[src/design/vfm_pkg.sv]
// Shared types, codes and constant tables of the voxel face mesher.
`timescale 1ns / 1ps

package vfm_pkg;

    localparam logic [1:0] KIND_WRITE   = 2'd0;
    localparam logic [1:0] KIND_MESH    = 2'd1;
    localparam logic [1:0] KIND_RESTART = 2'd2;

    localparam logic [2:0] TYPE_AIR   = 3'd0;
    localparam logic [2:0] TYPE_GRASS = 3'd1;
    localparam logic [2:0] TYPE_DIRT  = 3'd2;
    localparam logic [2:0] TYPE_STONE = 3'd3;
    localparam logic [2:0] TYPE_WATER = 3'd4;
    localparam logic [2:0] TYPE_SAND  = 3'd5;

    localparam int FACE_LEFT   = 0;
    localparam int FACE_RIGHT  = 1;
    localparam int FACE_BOTTOM = 2;
    localparam int FACE_TOP    = 3;
    localparam int FACE_FRONT  = 4;
    localparam int FACE_BACK   = 5;
    localparam int NUM_FACES   = 6;

    localparam logic [2:0] ADDR_W = 3'd3;
    localparam logic ADDR_SEL_CHUNK_X = 1'b0;
    localparam logic ADDR_SEL_CHUNK_Z = 1'b1;

    localparam int QDEPTH = 2;
    localparam int QPTR_W = $clog2(QDEPTH);
    localparam int QCNT_W = $clog2(QDEPTH + 1);

    typedef enum logic [1:0] {
        OP_WRITE   = 2'd0,
        OP_MESH    = 2'd1,
        OP_RESTART = 2'd2
    } op_t;

    typedef struct packed {
        op_t        op;
        logic [4:0] voxel_x;
        logic [8:0] voxel_y;
        logic [4:0] voxel_z;
        logic [2:0] block_type;
    } cmd_t;

    typedef struct packed {
        logic q_full;
        logic clearing;
    } front_ctl_t;

    // {dx, dy, dz} of each corner, per face
    localparam logic [2:0] FACE_CORNER [NUM_FACES][4] = '{
        '{3'b001, 3'b010, 3'b000, 3'b011},
        '{3'b100, 3'b111, 3'b101, 3'b110},
        '{3'b001, 3'b100, 3'b101, 3'b000},
        '{3'b010, 3'b111, 3'b110, 3'b011},
        '{3'b000, 3'b110, 3'b100, 3'b010},
        '{3'b011, 3'b101, 3'b111, 3'b001}
    };

    function automatic logic [23:0] type_colour(input logic [2:0] btype);
        logic [23:0] rgb;
        case (btype)
            TYPE_GRASS: rgb = 24'h00FF00;
            TYPE_DIRT:  rgb = 24'h80590D;
            TYPE_STONE: rgb = 24'h808080;
            TYPE_WATER: rgb = 24'h0000FF;
            TYPE_SAND:  rgb = 24'hFFE600;
            default:    rgb = 24'h000000;
        endcase
        return rgb;
    endfunction

endpackage

[src/design/vfm_cmd_queue.sv]
// Short command queue between the front end and the back end.
`timescale 1ns / 1ps

module vfm_cmd_queue (
    input  logic          clk,
    input  logic          rst_n,
    input  logic          push,
    input  vfm_pkg::cmd_t cmd_in,
    input  logic          pop,
    output vfm_pkg::cmd_t head,
    output logic          q_valid,
    output logic          q_full
);

    vfm_pkg::cmd_t entry_reg [vfm_pkg::QDEPTH];
    logic [vfm_pkg::QPTR_W-1:0] wr_ptr_reg;
    logic [vfm_pkg::QPTR_W-1:0] wr_ptr_next;
    logic [vfm_pkg::QPTR_W-1:0] rd_ptr_reg;
    logic [vfm_pkg::QPTR_W-1:0] rd_ptr_next;
    logic [vfm_pkg::QCNT_W-1:0] count_reg;
    logic [vfm_pkg::QCNT_W-1:0] count_next;

    assign head    = entry_reg[rd_ptr_reg];
    assign q_valid = (count_reg != '0);
    assign q_full  = (count_reg == vfm_pkg::QCNT_W'(vfm_pkg::QDEPTH));

    always_comb
    begin
        wr_ptr_next = push ? wr_ptr_reg + vfm_pkg::QPTR_W'(1) : wr_ptr_reg;
        rd_ptr_next = pop ? rd_ptr_reg + vfm_pkg::QPTR_W'(1) : rd_ptr_reg;
        count_next  = count_reg + vfm_pkg::QCNT_W'(push) - vfm_pkg::QCNT_W'(pop);
    end

    always_ff @(posedge clk or negedge rst_n)
    begin
        if (!rst_n)
        begin
            wr_ptr_reg <= '0;
            rd_ptr_reg <= '0;
            count_reg  <= '0;
        end
        else
        begin
            wr_ptr_reg <= wr_ptr_next;
            rd_ptr_reg <= rd_ptr_next;
            count_reg  <= count_next;
        end
    end

    always_ff @(posedge clk)
    begin
        if (push)
        begin
            entry_reg[wr_ptr_reg] <= cmd_in;
        end
    end

endmodule

[config.mk]
export PLATFORM = sky130hd
export DESIGN_NAME = vfm_cmd_queue
export DESIGN_NICKNAME = d
export VERILOG_FILES = /design/src/design/vfm_pkg.sv /design/src/design/vfm_cmd_queue.sv
export SDC_FILE = /design/constraint.sdc
export NUM_CORES = 1
export LEC_CHECK = 0
export BUFFER_PORTS_ARGS = -buffer_cell sky130_fd_sc_hd__buf_2
export CORE_ASPECT_RATIO = 0.75
export CORE_MARGIN = 3
export CORE_UTILIZATION = 50
export DETAILED_ROUTE_END_ITERATION = 16
export PLACE_DENSITY = 0.76
export SLEW_MARGIN = 30
export SYNTH_ARGS = -nofsm -noshare
export SYNTH_HDL_FRONTEND = slang
export SYNTH_SLANG_ARGS = --single-unit
[constraint.sdc]
create_clock -name clk -period 2.7 [get_ports clk]
set_input_delay 0.405 -clock clk [delete_from_list [all_inputs] [get_ports clk]]
set_output_delay 0.405 -clock clk [all_outputs]
set_load 0.02 [all_outputs]
==> reports/metrics.cfg <==
[run_status]
status = complete, no violations

[clock_network]
cts.sinks = 52
clock_latency_ns = 0.29
postCtsSetupBuffers = 0
cts_inserted_buffers = 5
cts_buffer_depth = 2
cts_tree = yes
root_buffer = clkbuf_8
clkTransAtPathRegs_ns = 0.08
htree_levels = 2

[placement]
portBuffers = 53
gp_congestion = 0.642
pre_cts_ws_ns = 0.944
place_inst = 196
dpl.hpwl_mm = 2.10

[setup_path]
r2r_setup_slack_ns = 1.12
r2r_start = wr_ptr_reg$_DFFE_PN0P_
crit_type = flop to output port
cp.arrival_ns = 1.44
cp-start-kind = flop
crit_fanout = 14
end_kind = output port
rr_worst_depth = 2
rr_endpoint = entry_reg[0][21]$_DFFE_PP_
critPathRequiredTime_ns = 2.30

[routing]
dr.pass1.iters = 5
num_vias = 968
wire_per_inst_um = 14.5
final_antenna_net_count = 0
via_per_inst = 4.72
drt_iter0_markers = 39
drcViolationCount = 0
drt_wl_total_mm = 2.97

[sta]
tightest_slew_ns = 0.637
hold_violations = 0
finalSetupViolCount = 0
min_period_over_period = 0.683
max_freq_mhz = 542
rsz0062_at_grt = false
maxSlewViolCount = 0
skew_ns = 0.00268
whs_ns = 0.299
relSlewSlack = 0.574
setup_ws_ns = 0.856
min_period_ns = 1.84
final.setup.tns_ns = 0

[min_path]
hold_start = cmd_in[12]
min_to = entry_reg[0][12]$_DFFE_PP_
hold_depth = 1
hold_path_class = input port to flop

[global_routing]
grt_use_total = 0.133
grt_pass1_vias = 979
antenna_found_initial = 0
grt_max_degree = 25
grt_pass1_wl_mm = 4.66
overflow = 0

[floorplan]
rows = 19
die_area_mm2 = 0.00488
core_mm2 = 0.00378
die_y_um = 61.2
io_pins = 54
die_w_um = 79.6
initial_utilization = 0.538

[synthesis]
syn_inst = 90
ys_async_sr_fraction = 0.0769
synth_seq_cells = 52
synthTopCellsByCount = edfxtp_1 (48), mux2_4 (19), mux2_2 (5)
ys.warnings.count = 0
synth_edf_count = 48
ys_types = 13
synth_area_leaders = edfxtp_1 (71%), mux2_4 (14%), dfrtp_1 (4.9%)
synth_top_area_frac = 0.709
yosysSeqAreaShare = 0.758
synth-main-ff-cell = edfxtp_1
synth_nets = 120
yosys.area.top_type = edfxtp_1
synthMostInstantiatedCell = edfxtp_1
syn_area_per_cell_um2 = 22.6
syn-cell-area_mm2 = 0.00203

[layout]
drive_gt1_frac = 0.588
nets = 182
multi_input_area_um2 = 435
fillers = 269
fin_cells = 205
final_util = 0.651
syn_to_final_growth_pct = 21.1
seq_area_mm2 = 0.00154
diodes = 0
largest_reg_flops = 48

[power_and_ir_drop]
power.density_mw_per_mm2 = 1050
ir_worst_vdd_uv = 581
p_leak_nw = 1.02

[flow_run]
max_cap_viol_count = 0

==> metal layers <==
metal,track usage,vias to the layer above,share of wire
met3,0.0497,2,0.092
met1,0.156,463,0.40
li1,-,464,-
met5,0,-,0
met2,0.233,39,0.50
met4,0.0441,0,0.0040
==> area by class of cell <==
class | instances | area share
sequential | 52 | 0.626
inverter | 2 | 0.00305
clock inverter | 2 | 0.0142
tap | 52 | 0.0264
multi-input combinational | 33 | 0.177
timing repair buffer | 58 | 0.124
clock buffer | 6 | 0.0295
==> cells by family (layout without fill, tap and decap cells) <==
group | after synthesis | after routing | share of synthesized area
XOR/XNOR | 3 | 3 | 0.0203
flip-flops | 52 | 52 | 0.758
multiplexers | 24 | 24 | 0.168
buffers and inverters | 5 | 68 | 0.0289
adder cells (fa/ha/maj) | 2 | 2 | 0.0123
AND/OR/NAND/NOR | 4 | 4 | 0.0123
==> cell usage in the layout (no fill, tap or decap), drive strengths merged <==
master       count
dlygate4sd3      1
and2             1
mux2            24
nor2b            2
bufinv           1
inv              2
clkinv           1
edfxtp          48
buf             57
ha               2
dfrtp            4
or2              1
clkbuf           6
xor3             1
xor2             2
==> what timing repair did <==
item,CTS,global route
endpoints found under the setup margin,0,0
hold buffers,1,0
hold endpoints to repair,4,0
resized for setup,0,0
==> worst max-delay path: stages, from the launching register on <==
cell and delay [ns]:
dfrtp_1 0.36, buf_4 0.26, mux2_2 0.37, buf_2 0.16
==> power by group <==
group | total (mW) | internal [mW] | leakage, nW | switching (mW)
clock | 0.500 | 0.275 | 0.0552 | 0.225
sequential | 1.13 | 1.08 | 0.497 | 0.0524
combinational | 0.965 | 0.444 | 0.469 | 0.522
==> through the flow <==
step                instance area (um2)  total power, mW
floorplan                          2030             1.91
global placement                   2340             2.10
detailed placement                 2340             2.13
CTS                                2460             2.63
global route                       2460             2.74
finish                             2460             2.59
==> worst max path at each step <==
stage                     cells past startpoint  slack (ns)                    endpoint              startpoint
after floorplan                               1        0.78   entry_reg[0][0]$_DFFE_PP_                    push
after global placement                        3        1.01  entry_reg[0][13]$_DFFE_PP_                    push
after detailed placement                      3        0.94  entry_reg[0][13]$_DFFE_PP_                    push
after CTS                                     3        0.84                    head[20]  rd_ptr_reg$_DFFE_PN0P_
after global routing                          3        0.77                    head[13]  rd_ptr_reg$_DFFE_PN0P_
final                                         3        0.86                    head[20]  rd_ptr_reg$_DFFE_PN0P_
(Power assumes the default switching activity.)
